**config.mk**
```make
export PLATFORM = sky130hd
export DESIGN_NAME = nmea_zda_time_extractor
export DESIGN_NICKNAME = d
export VERILOG_FILES = /design/src/sv/nzte_pkg.sv /design/src/sv/nmea_zda_time_extractor.sv
export SDC_FILE = /design/constraint.sdc
export NUM_CORES = 2
export LEC_CHECK = 0
export CAP_MARGIN = 20
export CORE_ASPECT_RATIO = 1.5
export CORE_MARGIN = 1
export CORE_UTILIZATION = 50
export CTS_CLUSTER_DIAMETER = 100
export DETAILED_ROUTE_END_ITERATION = 12
export DONT_BUFFER_PORTS = 1
export PLACE_DENSITY = 0.64
export SYNTH_ARGS = -nofsm -noshare
export SYNTH_HDL_FRONTEND = slang
export SYNTH_SLANG_ARGS = --single-unit
export TNS_END_PERCENT = 30
```
**constraint.sdc**
```tcl
create_clock -name clk -period 24.8 [get_ports clk]
set_input_delay 2.48 -clock clk [delete_from_list [all_inputs] [get_ports clk]]
set_output_delay 2.48 -clock clk [all_outputs]
set_load 0.005 [all_outputs]
```
**src/sv/nzte_pkg.sv**
```systemverilog
// ----------------------------------------------------------------------------
// nzte_pkg
// shared constants for the zda time extractor: characters, line layout,
// calendar constants and widths
// ----------------------------------------------------------------------------
`timescale 1ns / 1ps

package nzte_pkg;

  localparam int OFFSET_W = 18;
  localparam int EPOCH_W  = 39;
  localparam int ACC_W    = 40;

  localparam int ZDA_LENGTH = 36;
  localparam int TAG_LEN    = 6;
  localparam int HOLD_DEPTH = 27;

  localparam logic [8*TAG_LEN-1:0] ZDA_TAG = "$GPZDA";

  localparam logic [7:0] CHAR_TAB    = 8'h09;
  localparam logic [7:0] CHAR_LF     = 8'h0A;
  localparam logic [7:0] CHAR_CR     = 8'h0D;
  localparam logic [7:0] CHAR_SPACE  = 8'h20;
  localparam logic [7:0] CHAR_DOLLAR = 8'h24;
  localparam logic [7:0] CHAR_PLUS   = 8'h2B;
  localparam logic [7:0] CHAR_MINUS  = 8'h2D;
  localparam logic [7:0] CHAR_ZERO   = 8'h30;
  localparam logic [7:0] CHAR_NINE   = 8'h39;

  localparam int POS_HOUR = 7;
  localparam int POS_MIN  = 9;
  localparam int POS_SEC  = 11;
  localparam int POS_DAY  = 17;
  localparam int POS_MON  = 20;
  localparam int POS_YEAR = 23;

  localparam int DAYS_PER_ERA    = 146097;
  localparam int DAYS_PER_YEAR   = 365;
  localparam int EPOCH_DAY_SHIFT = 719469;
  localparam int SECS_PER_DAY    = 86400;
  localparam int SECS_PER_HOUR   = 3600;
  localparam int SECS_PER_MIN    = 60;

  // day of the march-based year at which each month starts
  function automatic logic [8:0] month_day_ofs(input logic [3:0] mp);
    logic [8:0] d;
    unique case (mp)
      4'd0:    d = 9'd0;
      4'd1:    d = 9'd31;
      4'd2:    d = 9'd61;
      4'd3:    d = 9'd92;
      4'd4:    d = 9'd122;
      4'd5:    d = 9'd153;
      4'd6:    d = 9'd184;
      4'd7:    d = 9'd214;
      4'd8:    d = 9'd245;
      4'd9:    d = 9'd275;
      4'd10:   d = 9'd306;
      4'd11:   d = 9'd337;
      default: d = 9'd0;
    endcase
    return d;
  endfunction

endpackage

```
**src/sv/nmea_zda_time_extractor.sv**
```systemverilog
// ----------------------------------------------------------------------------
// nmea_zda_time_extractor
// picks $GPZDA sentences out of a serial byte stream and converts the time
// fields to epoch seconds plus a programmable utc offset
//
// input channel: in_valid / in_stall / in_byte, one character per request.
// result channel: out_valid / out_stall, out_length_ok, out_epoch_seconds.
// config: cfg_wr_en writes cfg_wr_data into the utc offset register.
// ordinary characters and '$' are taken back to back.
// a CR or LF ending a ZDA line of 36 characters runs the time conversion:
// field decode and calendar prep in the PARSE, NORM, ERA and YOE states,
// 10 passes through one shared multiply-accumulate unit and the DONE state,
// which loads the result once the output register is free; then the next
// character can be taken.
// a ZDA line of another length skips conversion; its result has length_ok
// low and zero time. in_stall is high while a conversion runs or a result
// waits for the output register.
// a stalled result holds, and further characters are still taken while it
// waits. CR LF gives two results.
// reset clears the line count, the offset and the result channel.
// ----------------------------------------------------------------------------
`timescale 1ns / 1ps

module nmea_zda_time_extractor #(
  parameter int LINE_DEPTH = 64
) (
  input  logic                                 clk,
  input  logic                                 rst_n,
  input  logic                                 in_valid,
  output logic                                 in_stall,
  input  logic [7:0]                           in_byte,
  input  logic                                 cfg_wr_en,
  input  logic signed [nzte_pkg::OFFSET_W-1:0] cfg_wr_data,
  output logic                                 out_valid,
  input  logic                                 out_stall,
  output logic                                 out_length_ok,
  output logic signed [nzte_pkg::EPOCH_W-1:0]  out_epoch_seconds
);
  import nzte_pkg::*;

  localparam int IDX_W      = $clog2(LINE_DEPTH + 1);
  localparam int HOLD_IDX_W = $clog2(HOLD_DEPTH);

  typedef enum logic [2:0] {
    ST_IDLE, ST_PARSE, ST_NORM, ST_ERA, ST_YOE, ST_MAC, ST_DONE
  } state_t;

  typedef enum logic [3:0] {
    MS_ERA, MS_YOE, MS_YOE_Q4, MS_YOE_C100, MS_DOY, MS_MDAY,
    MS_DAYS, MS_HOUR, MS_MIN, MS_SEC
  } mac_step_t;

  typedef enum logic [1:0] {PH_BLANK, PH_DIGITS, PH_END} parse_ph_t;

  state_t                     state_r;
  logic [IDX_W-1:0]           wr_idx_r;
  logic signed [OFFSET_W-1:0] offset_r;
  logic                       out_valid_r;
  logic                       out_ok_r;
  logic signed [EPOCH_W-1:0]  out_epoch_r;

  logic [7:0]                 line_r [HOLD_DEPTH];
  logic signed [14:0]         year_r;
  logic signed [7:0]          mon0_r;
  logic signed [7:0]          mday_r;
  logic signed [7:0]          hour_r;
  logic signed [7:0]          min_r;
  logic signed [7:0]          sec_r;
  logic signed [14:0]         y_r;
  logic [3:0]                 mp_r;
  logic signed [5:0]          era_r;
  logic [8:0]                 doy_r;
  logic [8:0]                 yoe_r;
  logic [1:0]                 c100_r;
  mac_step_t                  step_r;
  logic signed [ACC_W-1:0]    acc_r;
  logic signed [23:0]         days_r;
  logic                       res_ok_r;
  logic signed [EPOCH_W-1:0]  res_epoch_r;

  logic                       in_accept;
  logic                       is_term;
  logic                       is_dollar;
  logic                       tag_ok;
  logic                       len_ok;
  logic                       out_free;

  logic signed [14:0]         f_year;
  logic signed [14:0]         f_mon;
  logic signed [14:0]         f_day;
  logic signed [14:0]         f_hour;
  logic signed [14:0]         f_min;
  logic signed [14:0]         f_sec;

  logic signed [4:0]          carry;
  logic signed [7:0]          mon_tmp;
  logic [3:0]                 month;
  logic signed [14:0]         y_nxt;
  logic [3:0]                 mp_nxt;

  logic [13:0]                era_in;
  logic [15:0]                era_prod;
  logic signed [5:0]          era_nxt;
  logic signed [14:0]         era_x400;
  logic signed [14:0]         yoe_full;
  logic [1:0]                 c100_nxt;

  logic signed [23:0]         mac_op;
  logic signed [18:0]         mac_k;
  logic signed [42:0]         mac_prod;
  logic signed [ACC_W-1:0]    acc_sum;

  function automatic logic signed [14:0] parse_field(input logic [31:0] chars,
                                                     input logic [2:0]  len);
    logic [13:0] v;
    logic        neg;
    parse_ph_t   ph;
    logic [7:0]  c;
    v   = '0;
    neg = 1'b0;
    ph  = PH_BLANK;
    for (int i = 0; i < 4; i++) begin
      c = chars[31-8*i -: 8];
      if (3'(i) < len) begin
        unique case (ph)
          PH_BLANK: begin
            if (c == CHAR_SPACE || (c >= CHAR_TAB && c <= CHAR_CR)) begin
              ph = PH_BLANK;
            end else if (c == CHAR_PLUS || c == CHAR_MINUS) begin
              neg = (c == CHAR_MINUS);
              ph  = PH_DIGITS;
            end else if (c >= CHAR_ZERO && c <= CHAR_NINE) begin
              v  = 14'(c - CHAR_ZERO);
              ph = PH_DIGITS;
            end else begin
              ph = PH_END;
            end
          end
          PH_DIGITS: begin
            if (c >= CHAR_ZERO && c <= CHAR_NINE) begin
              v = 14'(v * 14'd10 + 14'(c - CHAR_ZERO));
            end else begin
              ph = PH_END;
            end
          end
          default: ph = PH_END;
        endcase
      end
    end
    return neg ? -$signed({1'b0, v}) : $signed({1'b0, v});
  endfunction

  assign in_stall          = (state_r != ST_IDLE);
  assign in_accept         = in_valid && !in_stall;
  assign is_term           = (in_byte == CHAR_CR) || (in_byte == CHAR_LF);
  assign is_dollar         = (in_byte == CHAR_DOLLAR);
  assign len_ok            = (wr_idx_r == IDX_W'(ZDA_LENGTH));
  assign out_free          = !out_valid_r || !out_stall;
  assign out_valid         = out_valid_r;
  assign out_length_ok     = out_ok_r;
  assign out_epoch_seconds = out_epoch_r;

  always_comb begin
    tag_ok = (wr_idx_r >= IDX_W'(TAG_LEN));
    for (int i = 0; i < TAG_LEN; i++) begin
      if (line_r[i] != ZDA_TAG[8*TAG_LEN-1-8*i -: 8]) begin
        tag_ok = 1'b0;
      end
    end
  end

  // field decode
  always_comb begin
    f_year = parse_field({line_r[POS_YEAR], line_r[POS_YEAR+1],
                          line_r[POS_YEAR+2], line_r[POS_YEAR+3]}, 3'd4);
    f_mon  = parse_field({line_r[POS_MON], line_r[POS_MON+1], 16'h0}, 3'd2);
    f_day  = parse_field({line_r[POS_DAY], line_r[POS_DAY+1], 16'h0}, 3'd2);
    f_hour = parse_field({line_r[POS_HOUR], line_r[POS_HOUR+1], 16'h0}, 3'd2);
    f_min  = parse_field({line_r[POS_MIN], line_r[POS_MIN+1], 16'h0}, 3'd2);
    f_sec  = parse_field({line_r[POS_SEC], line_r[POS_SEC+1], 16'h0}, 3'd2);
  end

  // month overflow into the year, march-based month
  always_comb begin
    carry   = '0;
    mon_tmp = mon0_r + 8'sd1;
    if (mon0_r < 0) begin
      carry   = -5'sd1;
      mon_tmp = mon0_r + 8'sd13;
    end else begin
      for (int k = 1; k <= 8; k++) begin
        if (mon0_r >= 8'(12 * k)) begin
          carry   = 5'(k);
          mon_tmp = mon0_r - 8'(12 * k) + 8'sd1;
        end
      end
    end
    month  = mon_tmp[3:0];
    y_nxt  = year_r + 15'(carry) - 15'((month <= 4'd2) ? 1 : 0);
    mp_nxt = (month > 4'd2) ? month - 4'd3 : month + 4'd9;
  end

  // era = floor(y / 400) through (y + 1200) / 16 * 41 / 1024 - 3
  always_comb begin
    era_in   = 14'(y_r + 15'sd1200);
    era_prod = 16'(era_in[13:4]) * 16'd41;
    era_nxt  = $signed(6'(era_prod[15:10] - 6'd3));
    era_x400 = 15'(era_r) * 15'sd400;
    yoe_full = y_r - era_x400;
    if (yoe_full >= 15'sd300) begin
      c100_nxt = 2'd3;
    end else if (yoe_full >= 15'sd200) begin
      c100_nxt = 2'd2;
    end else if (yoe_full >= 15'sd100) begin
      c100_nxt = 2'd1;
    end else begin
      c100_nxt = 2'd0;
    end
  end

  // shared multiply-accumulate unit
  always_comb begin
    unique case (step_r)
      MS_ERA: begin
        mac_op = 24'(era_r);
        mac_k  = 19'(DAYS_PER_ERA);
      end
      MS_YOE: begin
        mac_op = 24'(yoe_r);
        mac_k  = 19'(DAYS_PER_YEAR);
      end
      MS_YOE_Q4: begin
        mac_op = 24'(yoe_r[8:2]);
        mac_k  = 19'sd1;
      end
      MS_YOE_C100: begin
        mac_op = 24'(c100_r);
        mac_k  = -19'sd1;
      end
      MS_DOY: begin
        mac_op = 24'(doy_r);
        mac_k  = 19'sd1;
      end
      MS_MDAY: begin
        mac_op = 24'(mday_r);
        mac_k  = 19'sd1;
      end
      MS_DAYS: begin
        mac_op = days_r;
        mac_k  = 19'(SECS_PER_DAY);
      end
      MS_HOUR: begin
        mac_op = 24'(hour_r);
        mac_k  = 19'(SECS_PER_HOUR);
      end
      MS_MIN: begin
        mac_op = 24'(min_r);
        mac_k  = 19'(SECS_PER_MIN);
      end
      MS_SEC: begin
        mac_op = 24'(sec_r);
        mac_k  = 19'sd1;
      end
      default: begin
        mac_op = '0;
        mac_k  = '0;
      end
    endcase
    mac_prod = mac_op * mac_k;
    acc_sum  = acc_r + ACC_W'(mac_prod);
  end

  // sequencer, line count, offset register and result channel
  always_ff @(posedge clk) begin
    if (!rst_n) begin
      state_r     <= ST_IDLE;
      wr_idx_r    <= '0;
      offset_r    <= '0;
      out_valid_r <= 1'b0;
    end else begin
      if (cfg_wr_en) begin
        offset_r <= cfg_wr_data;
      end
      if (out_valid_r && !out_stall && state_r != ST_DONE) begin
        out_valid_r <= 1'b0;
      end
      unique case (state_r)
        ST_IDLE: begin
          if (in_accept) begin
            if (is_term) begin
              if (tag_ok) begin
                state_r <= len_ok ? ST_PARSE : ST_DONE;
              end
            end else if (is_dollar) begin
              wr_idx_r <= IDX_W'(1);
            end else if (wr_idx_r < IDX_W'(LINE_DEPTH)) begin
              wr_idx_r <= wr_idx_r + 1'b1;
            end
          end
        end
        ST_PARSE: state_r <= ST_NORM;
        ST_NORM:  state_r <= ST_ERA;
        ST_ERA:   state_r <= ST_YOE;
        ST_YOE:   state_r <= ST_MAC;
        ST_MAC: begin
          if (step_r == MS_SEC) begin
            state_r <= ST_DONE;
          end
        end
        ST_DONE: begin
          if (out_free) begin
            out_valid_r <= 1'b1;
            out_ok_r    <= res_ok_r;
            out_epoch_r <= res_epoch_r;
            state_r     <= ST_IDLE;
          end
        end
        default: state_r <= ST_IDLE;
      endcase
    end
  end

  // line store and conversion datapath
  always_ff @(posedge clk) begin
    unique case (state_r)
      ST_IDLE: begin
        if (in_accept) begin
          if (is_term) begin
            res_ok_r    <= 1'b0;
            res_epoch_r <= '0;
          end else if (is_dollar) begin
            line_r[0] <= CHAR_DOLLAR;
          end else if (wr_idx_r < IDX_W'(HOLD_DEPTH)) begin
            line_r[wr_idx_r[HOLD_IDX_W-1:0]] <= in_byte;
          end
        end
      end
      ST_PARSE: begin
        year_r <= f_year;
        mon0_r <= f_mon[7:0] - 8'sd1;
        mday_r <= f_day[7:0];
        hour_r <= f_hour[7:0];
        min_r  <= f_min[7:0];
        sec_r  <= f_sec[7:0];
      end
      ST_NORM: begin
        y_r  <= y_nxt;
        mp_r <= mp_nxt;
      end
      ST_ERA: begin
        era_r <= era_nxt;
        doy_r <= month_day_ofs(mp_r);
      end
      ST_YOE: begin
        yoe_r  <= yoe_full[8:0];
        c100_r <= c100_nxt;
        step_r <= MS_ERA;
        acc_r  <= -ACC_W'(EPOCH_DAY_SHIFT);
      end
      ST_MAC: begin
        step_r <= mac_step_t'(step_r + 4'd1);
        if (step_r == MS_MDAY) begin
          days_r <= acc_sum[23:0];
          acc_r  <= ACC_W'(offset_r);
        end else begin
          acc_r <= acc_sum;
        end
        if (step_r == MS_SEC) begin
          res_ok_r    <= 1'b1;
          res_epoch_r <= acc_sum[EPOCH_W-1:0];
        end
      end
      ST_DONE: begin
      end
      default: begin
      end
    endcase
  end

endmodule

```
==> reports/qor.yml <==
period_needed_ns: 10.81
synth_top_family_by_area: "adder cells"
critPathMaxStageDelay_ns: 0.74
setup_ws_ns: 13.99
yosysUniqueCellTypes: 102
worst_slew_pin_slew_ns: 1.157
routed_wl_mm: 126.0
grt.overflow.total: 0
cts_hold_buf: 0
synth_xor_area_share_pct: 5.525
path_class: "flop to flop"
grt_first_pass_wirelength_mm: 195.9
holdPathStages: 0
cts_made_buffers: 45
drc: 0
yosys-top-cells-area: "edfxtp_1 (27%), fa_1 (21%), ha_1 (12%)"
drive_gt1_share_pct: 4.843
cts_tree: "yes"
cts_buffer_depth: 3
dp_hpwl_mm: 103.0
finalHoldViolations: 0
finClkSkew_ns: 0.03937
reg2regPathDepth: 33
critPathRequiredTime_ns: 25.14
hold_end: "out_epoch_seconds[12]"
yosysSeqAreaShare_pct: 27.83
dieHeight_microns: 373.5
startpoint: "step_r[3]"
netlist_area_sq_um: 46000
slowest_stage: "o21ai_0"
fp.dieW_microns: 249.6
cts.sinks: 436
synth_area_leader_cell: "edfxtp_1"
cp.arrival_ns: 11.15
routed_via_density: 5.708
yosys_warnings: 0
max_cap_violations: 0
r2r_end: "acc_r[35]"
synth_edf_count: 407
htree_levels: 2
cp_max_fo: 24
dieArea_sq_um: 93230
relSlewSlack_pct: 22.31
synth_compound_area_share_pct: 11.56
core_area_sq_um: 90710
grt_usage_pct: 27.46
drtAntennaViolNets: 0
numPortBuffers: 0
grt_start_max_net_pins: 50
initial_utilization_pct: 50.71
syn_area_per_cell_sq_um: 9.860
crit_path_end_kind: "flop"
rr_startpoint: "step_r[3]"
cpMostUsedCell: "fa_1"
worstHoldStart: "res_epoch_r[12]"
first_global_vias: 34977
ys.flop_type: "edfxtp_1"
multi_input_area_sq_um: 29780
yosys.cell_count.top_type: "inv_1"
ys_async_sr_fraction_pct: 0
yosys-top-cells-count: "inv_1 (779), fa_1 (486), ha_1 (449)"
io_pins: 73
cp-start-kind: "flop"
hold_slack_ns: 0.4116
wl_per_cell_microns: 21.60
synth_fa_ha_area_share_pct: 33.39
fill_cells: 8134
outcome: "completed"
synth_mux_area_share_pct: 0.7998
post-cts-setup-buffers: 0
finalSetupViolations: 0
drt_iter0_drc: 1968
maxSlewViolCount: 0
syn_nets: 5631
fmax_mhz: 92.51
fin_crit_sh_pct: 43.59
rows: 135
rrSetupSlack_ns: 13.99
root_buffer: "clkbuf_16"
min_path_type: "flop to flop"
gp_congestion: 0.9748
num_vias: 33294
place_ws_ns: 14.02
ctsResizeCount: 0
clock_latency_ns: 0.63
yosys.area_share.simple_pct: 13.37
synth_seq_cells: 436
clk_pin_slew_ns: 0.07
rsz0062_at_grt: "false"
fin_tns_setup_ns: 0
drt_first_pass_iters: 6
regArea_sq_um: 12800
fin_nets: 5596
antenna_found_initial: 1
postSynthCellCount: 4665
area_growth_pct: 6.322
synth_top_area_share_pct: 26.57
-- registers in the layout, indices dropped and copies added (netlist names), 3 cells and up --
name,flops
y_r,15
res_epoch_r,39
acc_r,39
step_r,4
mp_r,4
sec_r,8
min_r,8
era_r,6
mon0_r,8
hour_r,8
yoe_r,9
days_r,24
wr_idx_r,7
line_r,160
year_r,15
out_epoch_seconds,39
mday_r,8
offset_r,18
doy_r,9
state_r,3
-- critical path: cells and delay by family (launching register included) --
| kind | cells | cell delay [ns] |
|---|---|---|
| AOI/OAI and AO/OA | 8 | 1.74 |
| and+or+nand+nor | 8 | 2.66 |
| adders and majority gates | 8 | 3.89 |
| buffers and inverters | 8 | 1.34 |
| DFF | 1 | 0.65 |
| xor gates and xnor gates | 1 | 0.19 |
-- layer usage --
layer / routed length (microns) / share of wire [%] / vias up / GRT usage, %
li1: - / - / 15621 / -
met4: 8747 / 6.9 / 0 / 16.89
met3: 4571 / 3.6 / 360 / 2.689
met1: 43500 / 35 / 16443 / 27.79
met5: 0 / 0 / - / 0
met2: 69210 / 55 / 870 / 53.32
-- cell usage in the layout (no fill, tap or decap), types with 22 or more instances in the layout --
cell,synthesis,layout
nor3_1,52,51
nand3_1,79,79
fa_1,486,486
or2_2,47,47
o21bai_1,29,29
a21o_1,71,71
nor2b_1,52,51
o21a_1,30,30
dfxtp_1,29,29
and2_1,65,64
mux2i_1,32,32
nand4_1,28,28
buf_4,1,48
a31oi_1,29,29
edfxtp_1,407,407
nand2_1,274,273
nand2b_1,45,45
and3_1,42,42
a221oi_1,22,22
a21oi_1,222,221
xnor2_1,173,173
o211ai_1,31,31
o21ai_0,159,158
a22oi_1,36,36
xor2_1,112,112
ha_1,449,449
nor2_1,432,429
clkbuf_16,0,45
inv_1,779,779
-- area by class of cell --
class | instances | share of cell area, %
flip-flops and latches | 436 | 26.18
repair buffers | 51 | 0.8597
clock buffers | 51 | 2.390
diodes | 2 | 0.01023
well taps | 1164 | 2.978
inverters | 779 | 5.979
clock inverters | 33 | 0.7062
multi-input cells | 3317 | 60.90
-- worst max path at each step --
stage,end,slack [ns],cells past startpoint
2_1_floorplan,year_r[14],15.90,42
3_5_place_dp,acc_r[35],14.02,33
6_report,acc_r[35],13.99,33
3_3_place_gp,acc_r[35],14.28,33
5_1_grt,acc_r[31],13.47,33
4_1_cts,acc_r[35],14.02,33
-- kinds of logic after synthesis --
kind of cell,Yosys count
and+or+nand+nor,1249
xor gates and xnor gates,287
DFF,436
muxes,36
AOI/OAI and AO/OA,809
buffers and inverters,912
adders and majority gates,936
-- through the flow --
stage / cells / utilization [%] / instance area [sq um]
after CTS: 5830 / 53.90 / 48890
final: 5833 / 53.91 / 48900
after detailed placement: 5746 / 52.23 / 47380
after floorplan: 4665 / - / 46000
after global routing: 5831 / 53.91 / 48900
after global placement: 5744 / 52.17 / 47320
Power is left out: the tool's default activity adds up to more than one toggle a clock period on the data nets, which glitch-free logic cannot reach.
